<file path="src/rtl/b64c_pkg.sv">
// Base64 codec package: shared types, character constants and alphabet functions.
// Used by b64c_step, base64_codec, b64c_checker and tb_base64_codec; depends on nothing.
package b64c_pkg;

	// results one item can cause at most
	localparam int unsigned MAX_RES = 4;
	localparam int unsigned RES_CNT_W = $clog2(MAX_RES + 1);
	localparam int unsigned RES_IDX_W = $clog2(MAX_RES);

	// mode register values
	localparam logic MODE_ENCODE = 1'b0;
	localparam logic MODE_DECODE = 1'b1;

	// ASCII characters with a special meaning
	localparam logic [7:0] CHAR_PAD   = 8'h3D;
	localparam logic [7:0] CHAR_LF    = 8'h0A;
	localparam logic [7:0] CHAR_CR    = 8'h0D;
	localparam logic [7:0] CHAR_SPACE = 8'h20;
	localparam logic [7:0] CHAR_PLUS  = 8'h2B;
	localparam logic [7:0] CHAR_SLASH = 8'h2F;

	// one result item
	typedef struct packed {
		logic [7:0] data;
		logic       has_data;
		logic       last;
		logic       bad_char;
	} b64c_res_t;

	// all results caused by one input item
	typedef b64c_res_t [MAX_RES-1:0] b64c_res_vec_t;

	// collected bytes or sextets, newest in the low bits
	typedef struct packed {
		logic [23:0] bits;
		logic [1:0]  count;
		logic        err;
	} b64c_state_t;

	localparam b64c_state_t STATE_CLEAR = '0;
	localparam b64c_res_t   RES_NONE    = '0;

	// sextet to alphabet character
	function automatic logic [7:0] b64c_char(input logic [5:0] s);
		logic [7:0] w;
		logic [7:0] r;
		w = {2'b00, s};
		if (s < 6'd26) begin
			r = w + 8'h41;
		end else if (s < 6'd52) begin
			r = w + 8'h47;
		end else if (s < 6'd62) begin
			r = w - 8'd4;
		end else if (s == 6'd62) begin
			r = CHAR_PLUS;
		end else begin
			r = CHAR_SLASH;
		end
		return r;
	endfunction

	// alphabet character to sextet, top bit set for a character outside the alphabet
	function automatic logic [6:0] b64c_sextet(input logic [7:0] c);
		logic [6:0] r;
		r = {1'b1, 6'd0};
		if (c >= 8'h41 && c <= 8'h5A) begin
			r = {1'b0, 6'(c - 8'h41)};
		end else if (c >= 8'h61 && c <= 8'h7A) begin
			r = {1'b0, 6'(c - 8'h47)};
		end else if (c >= 8'h30 && c <= 8'h39) begin
			r = {1'b0, 6'(c + 8'd4)};
		end else if (c == CHAR_PLUS) begin
			r = {1'b0, 6'd62};
		end else if (c == CHAR_SLASH) begin
			r = {1'b0, 6'd63};
		end
		return r;
	endfunction

endpackage

</file>
<file path="src/rtl/b64c_step.sv">
// Base64 codec step logic: next state and the result list for one input item.
// Purely combinational; depends on b64c_pkg.
module b64c_step (
	input  logic                       mode,
	input  b64c_pkg::b64c_state_t      state,
	input  logic [7:0]                 data_in,
	input  logic                       end_of_string,
	output b64c_pkg::b64c_state_t      state_next,
	output b64c_pkg::b64c_res_vec_t    res,
	output logic [b64c_pkg::RES_CNT_W-1:0] res_cnt
);
	import b64c_pkg::*;

	logic [1:0]  ecnt;
	logic [23:0] ebits;
	logic [23:0] etail;
	logic        skip;
	logic [6:0]  sx;
	logic [23:0] dbits;
	logic [2:0]  dcnt;
	b64c_state_t w;

	always_comb begin
		res        = '{default: RES_NONE};
		res_cnt    = '0;
		state_next = state;
		ecnt       = 2'(state.count + 2'd1);
		ebits      = {state.bits[15:0], data_in};
		etail      = (ecnt == 2'd1) ? {ebits[7:0], 16'd0} : {ebits[15:0], 8'd0};
		skip       = (data_in == CHAR_PAD) || (data_in == CHAR_LF) ||
		             (data_in == CHAR_CR) || (data_in == CHAR_SPACE);
		sx         = b64c_sextet(data_in);
		dbits      = {state.bits[17:0], sx[5:0]};
		dcnt       = {1'b0, state.count} + 3'd1;
		w          = state;

		if (mode == MODE_ENCODE) begin
			// full group of three bytes gives four characters
			if (ecnt == 2'd3) begin
				res[0] = '{data: b64c_char(ebits[23:18]), has_data: 1'b1, last: 1'b0,
				           bad_char: 1'b0};
				res[1] = '{data: b64c_char(ebits[17:12]), has_data: 1'b1, last: 1'b0,
				           bad_char: 1'b0};
				res[2] = '{data: b64c_char(ebits[11:6]), has_data: 1'b1, last: 1'b0,
				           bad_char: 1'b0};
				res[3] = '{data: b64c_char(ebits[5:0]), has_data: 1'b1,
				           last: end_of_string, bad_char: 1'b0};
				res_cnt = RES_CNT_W'(4);
				state_next = STATE_CLEAR;
			end else if (end_of_string) begin
				// partial group flushed with padding
				res[0] = '{data: b64c_char(etail[23:18]), has_data: 1'b1, last: 1'b0,
				           bad_char: 1'b0};
				res[1] = '{data: b64c_char(etail[17:12]), has_data: 1'b1, last: 1'b0,
				           bad_char: 1'b0};
				res[2] = '{data: (ecnt == 2'd2) ? b64c_char(etail[11:6]) : CHAR_PAD,
				           has_data: 1'b1, last: 1'b0, bad_char: 1'b0};
				res[3] = '{data: CHAR_PAD, has_data: 1'b1, last: 1'b1, bad_char: 1'b0};
				res_cnt = RES_CNT_W'(4);
			end else begin
				state_next = '{bits: ebits, count: ecnt, err: 1'b0};
			end
			if (end_of_string) begin
				state_next = STATE_CLEAR;
			end
		end else begin
			// collect one sextet, four of them give three bytes
			if (!state.err && !skip) begin
				if (sx[6]) begin
					w.err = 1'b1;
				end else if (dcnt == 3'd4) begin
					res[0] = '{data: dbits[23:16], has_data: 1'b1, last: 1'b0,
					           bad_char: 1'b0};
					res[1] = '{data: dbits[15:8], has_data: 1'b1, last: 1'b0,
					           bad_char: 1'b0};
					res[2] = '{data: dbits[7:0], has_data: 1'b1, last: 1'b0,
					           bad_char: 1'b0};
					res_cnt = RES_CNT_W'(3);
					w.bits  = '0;
					w.count = '0;
				end else begin
					w.bits  = dbits;
					w.count = dcnt[1:0];
				end
			end
			state_next = w;

			// end of string: leftover sextets, error marker, bare end marker or last flag
			if (end_of_string) begin
				if (w.err) begin
					res[0]  = '{data: 8'd0, has_data: 1'b0, last: 1'b1, bad_char: 1'b1};
					res_cnt = RES_CNT_W'(1);
				end else if (w.count == 2'd2) begin
					res[0]  = '{data: {w.bits[11:6], w.bits[5:4]}, has_data: 1'b1,
					            last: 1'b1, bad_char: 1'b0};
					res_cnt = RES_CNT_W'(1);
				end else if (w.count == 2'd3) begin
					res[0]  = '{data: {w.bits[17:12], w.bits[11:10]}, has_data: 1'b1,
					            last: 1'b0, bad_char: 1'b0};
					res[1]  = '{data: {w.bits[9:6], w.bits[5:2]}, has_data: 1'b1,
					            last: 1'b1, bad_char: 1'b0};
					res_cnt = RES_CNT_W'(2);
				end else if (res_cnt == '0) begin
					res[0]  = '{data: 8'd0, has_data: 1'b0, last: 1'b1, bad_char: 1'b0};
					res_cnt = RES_CNT_W'(1);
				end else begin
					res[2].last = 1'b1;
				end
				state_next = STATE_CLEAR;
			end
		end
	end

endmodule

</file>
<file path="src/rtl/base64_codec.sv">
// Streaming Base64 encoder and decoder, top level.
// Depends on b64c_pkg and b64c_step.
//
// Input channel (in_valid/in_ready): one item per handshake, data_in plus
// end_of_string. In encode mode data_in is a raw byte, in decode mode an ASCII
// character. Output channel (out_valid/out_ready): one result item per
// handshake with data_out, has_data, last and bad_char.
// cfg_wr_en/cfg_wr_data write the mode bit (0 encode, 1 decode);
// a write clears the collected bytes or sextets and the error flag.
// The first result of an item is offered in the cycle after the item is
// accepted. The results of one item sit in a four-entry result register and
// leave one per cycle while the receiver is ready. In encode mode the byte
// that completes a group brings four results, in decode mode a character
// that completes a group three. A new item is taken in the cycle its
// predecessor's last result leaves; an item causing no result does not hold
// up the next one.
// Reset: mode is encode and all collected state is empty. A stalled receiver
// holds the current result; the input stalls while results of the previous
// item remain, unless the only one left is being taken in that cycle.
module base64_codec (
	input  logic       clk,
	input  logic       arst_n,
	input  logic       cfg_wr_en,
	input  logic       cfg_wr_data,
	input  logic       in_valid,
	output logic       in_ready,
	input  logic [7:0] data_in,
	input  logic       end_of_string,
	output logic       out_valid,
	input  logic       out_ready,
	output logic [7:0] data_out,
	output logic       has_data,
	output logic       last,
	output logic       bad_char
);
	import b64c_pkg::*;

	logic                  mode_q;
	b64c_state_t           state_q;
	b64c_state_t           state_next;
	b64c_res_vec_t         res_new;
	logic [RES_CNT_W-1:0]  res_cnt_new;
	b64c_res_vec_t         res_s1;
	logic [RES_CNT_W-1:0]  rem_q;
	logic [RES_IDX_W-1:0]  idx_q;
	logic                  in_fire;
	logic                  out_fire;
	b64c_res_t             res_cur;

	// per-item work
	b64c_step u_step (
		.mode          (mode_q),
		.state         (state_q),
		.data_in       (data_in),
		.end_of_string (end_of_string),
		.state_next    (state_next),
		.res           (res_new),
		.res_cnt       (res_cnt_new)
	);

	// handshakes
	assign out_valid = (rem_q != '0);
	assign out_fire  = out_valid && out_ready;
	assign in_ready  = (rem_q == '0) || ((rem_q == RES_CNT_W'(1)) && out_ready);
	assign in_fire   = in_valid && in_ready;

	// current result
	assign res_cur  = res_s1[idx_q];
	assign data_out = res_cur.data;
	assign has_data = res_cur.has_data;
	assign last     = res_cur.last;
	assign bad_char = res_cur.bad_char;

	// mode register and collected state
	always_ff @(posedge clk or negedge arst_n) begin
		if (!arst_n) begin
			mode_q  <= MODE_ENCODE;
			state_q <= STATE_CLEAR;
		end else if (cfg_wr_en) begin
			mode_q  <= cfg_wr_data;
			state_q <= STATE_CLEAR;
		end else if (in_fire) begin
			state_q <= state_next;
		end
	end

	// result register drain counters
	always_ff @(posedge clk or negedge arst_n) begin
		if (!arst_n) begin
			rem_q <= '0;
			idx_q <= '0;
		end else if (in_fire) begin
			rem_q <= res_cnt_new;
			idx_q <= '0;
		end else if (out_fire) begin
			rem_q <= rem_q - RES_CNT_W'(1);
			idx_q <= idx_q + RES_IDX_W'(1);
		end
	end

	// result payload
	always_ff @(posedge clk) begin
		if (in_fire) begin
			res_s1 <= res_new;
		end
	end

endmodule

</file>
<file path="config.mk">
export PLATFORM = sky130hd
export DESIGN_NAME = base64_codec
export DESIGN_NICKNAME = d
export VERILOG_FILES = /design/src/rtl/b64c_pkg.sv /design/src/rtl/b64c_step.sv /design/src/rtl/base64_codec.sv
export SDC_FILE = /design/constraint.sdc
export NUM_CORES = 1
export LEC_CHECK = 0
export ABC_AREA = 1
export BUFFER_PORTS_ARGS = -buffer_cell sky130_fd_sc_hd__buf_2
export CAP_MARGIN = 30
export CORE_MARGIN = 2
export CORE_UTILIZATION = 30
export CTS_BUF_LIST = sky130_fd_sc_hd__clkbuf_8
export CTS_CLUSTER_DIAMETER = 100
export DETAILED_ROUTE_END_ITERATION = 6
export HOLD_SLACK_MARGIN = 0.15
export PLACE_DENSITY = 0.45
export SYNTH_ARGS = -nofsm -noshare
export SYNTH_HDL_FRONTEND = slang
export SYNTH_HIERARCHICAL = 1
export SYNTH_SLANG_ARGS = --single-unit
</file>
<file path="constraint.sdc">
create_clock -name clk -period 3.1 [get_ports clk]
set_input_delay 0.155 -clock clk [delete_from_list [all_inputs] [get_ports clk]]
set_output_delay 0.155 -clock clk [all_outputs]
set_load 0.02 [all_outputs]
</file>
==> metrics.txt <==
# TYPE chip_impl_metric gauge
chip_impl_metric{name="clkSinkCount",unit=""} 71
chip_impl_metric{name="clkTransAtPathRegs",unit="ps"} 90
chip_impl_metric{name="endpoint_arrival_time_on_the_critical_path",unit="ps"} 2900
chip_impl_metric{name="highest_achievable_clock_rate",unit="MHz"} 355
chip_impl_metric{name="detail_route.wl_per_cell",unit="um"} 18.9
chip_impl_metric{name="first_pass_grt_wire_length",unit="mm"} 45.2
chip_impl_metric{name="numCtsBuffers",unit=""} 9
chip_impl_metric{name="clock_latency",unit="ps"} 390
chip_impl_metric{name="antenna_left",unit=""} 0
chip_impl_metric{name="grt_start_max_net_pins",unit=""} 45
chip_impl_metric{name="grt_overflow",unit=""} 0
chip_impl_info{name="cp_cell_sequence",value="inv_1 -> ha_2 -> nand2_1 -> o21ai_0 -> buf_4 -> inv_1 -> ha_1 -> nor2_2 -> o21ai_0 -> nand2_1 -> nand3_1 -> nand2_1 -> nand2_1 -> nand2_1 -> o21ai_0 -> inv_1 -> nand2_1"} 1
chip_impl_metric{name="boundaryPins",unit=""} 28
chip_impl_metric{name="ys_warn_count",unit=""} 6
chip_impl_info{name="grt_setup_unrepaired",value="no"} 1
chip_impl_info{name="critical_path.startpoint_type",value="flop"} 1
chip_impl_metric{name="tightestPinTransition",unit="ps"} 757
chip_impl_metric{name="swShare",unit="%"} 47.0
chip_impl_metric{name="switching_power",unit="uW"} 1910
chip_impl_metric{name="via_count_of_the_first_global_routing_pass",unit=""} 7700
chip_impl_metric{name="report.final.setup_viol",unit=""} 0
chip_impl_metric{name="period_share",unit="%"} 90.8
chip_impl_metric{name="vias_per_cell",unit=""} 5.17
chip_impl_metric{name="first_pass_iters",unit=""} 5
chip_impl_info{name="critical-path-slowest-cell",value="sky130_fd_sc_hd__dfrtp_1"} 1
chip_impl_metric{name="worst_clock_skew",unit="ps"} 14.8
chip_impl_metric{name="post_cts.repair.setup_buffers",unit=""} 0
chip_impl_metric{name="worstPathBufferInverterCount",unit=""} 4
chip_impl_metric{name="cap_viol_max_count",unit=""} 0
chip_impl_metric{name="worstHoldPathCells",unit=""} 4
chip_impl_info{name="worstHoldPathType",value="in -> reg"} 1
chip_impl_metric{name="relSlewSlack",unit="%"} 49.6
chip_impl_metric{name="ir_drop",unit="mV"} 0.381
chip_impl_metric{name="power_density_over_the_cells",unit="nW/um^2"} 474
chip_impl_info{name="end_kind",value="flop"} 1
chip_impl_info{name="worst_hold_path.endpoint",value="rem_q[0]$_DFFE_PN0P_"} 1
chip_impl_metric{name="worst_ep_required_time",unit="ps"} 3190
chip_impl_metric{name="placed_cells_incl_taps",unit=""} 1550
chip_impl_metric{name="timing_hold_violations_final",unit=""} 0
chip_impl_metric{name="power_frac_clock",unit="%"} 18.2
chip_impl_metric{name="share_comb_of_total_power",unit="%"} 48.9
chip_impl_metric{name="r2r.worst_path.cells",unit=""} 17
chip_impl_metric{name="netlist_area",unit="sq um"} 7670
chip_impl_info{name="timing.critical_path.mode_cell",value="sky130_fd_sc_hd__nand2_1"} 1
chip_impl_metric{name="critPathMaxStageDelay",unit="ps"} 380
chip_impl_metric{name="core_area",unit="sq um"} 25100
chip_impl_metric{name="drt_first_iter_violations",unit=""} 617
chip_impl_metric{name="port_buffers",unit=""} 27
chip_impl_metric{name="initial_utilization",unit="%"} 30.6
chip_impl_metric{name="drc_errors",unit=""} 0
chip_impl_metric{name="timing.setup.tns",unit="ps"} 0
chip_impl_info{name="kind_of_critical_path",value="reg -> reg"} 1
chip_impl_metric{name="final_net_count",unit=""} 1298
chip_impl_metric{name="slew_viol_final",unit=""} 0
chip_impl_metric{name="final_cell_count_no_fill",unit=""} 1569
chip_impl_metric{name="routabilityCongestion",unit=""} 0.924
chip_impl_metric{name="worst-r2r-setup-slack",unit="ps"} 290
chip_impl_info{name="clockRootBuffer",value="sky130_fd_sc_hd__clkbuf_8"} 1
chip_impl_info{name="critical_r2r_launch",value="state_q[1]$_DFFE_PN0P_"} 1
chip_impl_metric{name="floorplan.rows",unit=""} 58
chip_impl_metric{name="syn-instance-count",unit=""} 1186
chip_impl_metric{name="die_width",unit="um"} 164
chip_impl_metric{name="vias",unit=""} 8114
chip_impl_metric{name="layout_area_overhead",unit="%"} 11.6
chip_impl_info{name="rr_endpoint",value="res_s1[5]$_DFFE_PP_"} 1
chip_impl_info{name="tritoncts",value="done"} 1
chip_impl_metric{name="wirelength",unit="mm"} 29.6
chip_impl_info{name="timing.hold.worst.start",value="in_valid"} 1
chip_impl_metric{name="power.static_leakage",unit="uW"} 0.00407
chip_impl_metric{name="ctsHtreeMaxLevel",unit=""} 3
chip_impl_info{name="critical_path.top_delay_family",value="simple AND/OR/NAND/NOR gates"} 1
chip_impl_metric{name="half_perimeter_wire_length_of_the_detailed_placement_result",unit="mm"} 22.9
chip_impl_metric{name="post_synth.cell_area_avg",unit="sq um"} 6.47
chip_impl_metric{name="number_of_antenna_violations_at_the_first_check_in_global_routing",unit=""} 0
chip_impl_metric{name="layout-drive-gt1-share",unit="%"} 11.7
chip_impl_metric{name="antenna-diode-count",unit=""} 0
chip_impl_metric{name="cp_max_fo",unit=""} 13
chip_impl_metric{name="clk_path_buf_depth",unit=""} 2
chip_impl_info{name="run_status",value="finished clean"} 1
chip_impl_metric{name="p_int",unit="uW"} 2150
chip_impl_metric{name="grt.total_usage",unit="%"} 22.3
chip_impl_metric{name="die_area",unit="sq um"} 26900
chip_impl_metric{name="die_height",unit="um"} 164
chip_impl_metric{name="power.share.sequential",unit="%"} 32.9
chip_impl_metric{name="min_period",unit="ps"} 2810
==> through the flow <==
step,utilization (%),hold WS [ps],total power [uW],cell area [sq um],setup slack [ps]
after floorplan,-,-141,2700,7680,319
after global placement,33.2,259,3360,8350,203
after detailed placement,33.2,257,3340,8350,225
after CTS,34.1,150,4090,8560,230
after global routing,34.1,189,4340,8560,50.8
final,34.1,156,4060,8560,285
==> power by group through the flow <==
stage	clock, uW	sequential (uW)	combinational (uW)
floorplan	0	1310	1390
global placement	0	1360	2000
detailed placement	0	1360	1980
CTS	763	1340	1990
global route	786	1360	2200
finish	737	1340	1990
==> how the worst max path moves through the flow <==
stage | cells after the start | slack [ps] | to | from
3_3_place_gp | 18 | 200 | res_s1[16]$_DFFE_PP_ | data_in[3]
5_1_grt | 17 | 50 | res_s1[4]$_DFFE_PP_ | state_q[2]$_DFFE_PN0P_
4_1_cts | 17 | 230 | res_s1[4]$_DFFE_PP_ | state_q[1]$_DFFE_PN0P_
2_1_floorplan | 16 | 320 | res_s1[4]$_DFFE_PP_ | state_q[1]$_DFFE_PN0P_
3_5_place_dp | 17 | 230 | res_s1[4]$_DFFE_PP_ | state_q[1]$_DFFE_PN0P_
6_report | 17 | 290 | res_s1[5]$_DFFE_PP_ | state_q[1]$_DFFE_PN0P_
==> worst min-delay path, cell delays in order <==
cell                      delay [ps]
sky130_fd_sc_hd__buf_2           140
sky130_fd_sc_hd__nand3_1          90
sky130_fd_sc_hd__nand3_1          70
sky130_fd_sc_hd__nand2_1          60
==> area by class of cell <==
cell class / count / area [sq um]
fill: 2822 / 16500
multi-input combinational: 918 / 4830
sequential: 71 / 2000
timing repair buffer: 84 / 571
inverter: 150 / 568
tap: 330 / 413
clock buffer: 10 / 138
clock inverter: 6 / 42.5
==> routing by layer <==
layer  wire length, um  GRT usage [%]  share of wire, %  vias up
met1             14100           31.4                47     3827
li1                  -              -                 -     3993
met5                 0              0                 0        -
met2             13500           36.3                46      258
met4               599           6.78               2.0        0
met3              1470           1.74               5.0       36
==> flip-flops by register name, summed over array words and instances (netlist names) <==
register  cells
res_s1       44
rem_q         3
mode_q        1
idx_q         2
state_q      21
==> placed cells by master, fill, tap and decap left out, types with 3 or more instances in the layout <==
master                          instances
sky130_fd_sc_hd__inv_2                  8
sky130_fd_sc_hd__nand2_4                8
sky130_fd_sc_hd__nor3_1                 8
sky130_fd_sc_hd__o21ai_0              114
sky130_fd_sc_hd__ha_1                  48
sky130_fd_sc_hd__clkinv_1               5
sky130_fd_sc_hd__buf_4                 54
sky130_fd_sc_hd__dlygate4sd3_1          3
sky130_fd_sc_hd__nor2_8                 3
sky130_fd_sc_hd__o221ai_1               3
sky130_fd_sc_hd__nor2_2                 6
sky130_fd_sc_hd__clkbuf_8              10
sky130_fd_sc_hd__inv_1                136
sky130_fd_sc_hd__o211ai_1              15
sky130_fd_sc_hd__o22ai_1               30
sky130_fd_sc_hd__o21ai_1                9
sky130_fd_sc_hd__nor2_1               106
sky130_fd_sc_hd__xor2_1                16
sky130_fd_sc_hd__a21oi_1               42
sky130_fd_sc_hd__dfrtp_1               27
sky130_fd_sc_hd__edfxtp_1              44
sky130_fd_sc_hd__nand4_1                5
sky130_fd_sc_hd__xnor2_1                8
sky130_fd_sc_hd__a211oi_1               6
sky130_fd_sc_hd__nand2_2               10
sky130_fd_sc_hd__nand3_1              109
sky130_fd_sc_hd__nand3_2                3
sky130_fd_sc_hd__conb_1                 3
sky130_fd_sc_hd__nand2_1              335
sky130_fd_sc_hd__a31oi_1                5
sky130_fd_sc_hd__buf_2                 27
==> timing repair <==
item,in CTS,in global routing
hold endpoints to repair,28,0
setup endpoints to repair,0,4
hold buffers,3,0
gates resized for setup,0,1
Note: power is estimated with default switching activity, not from simulation.
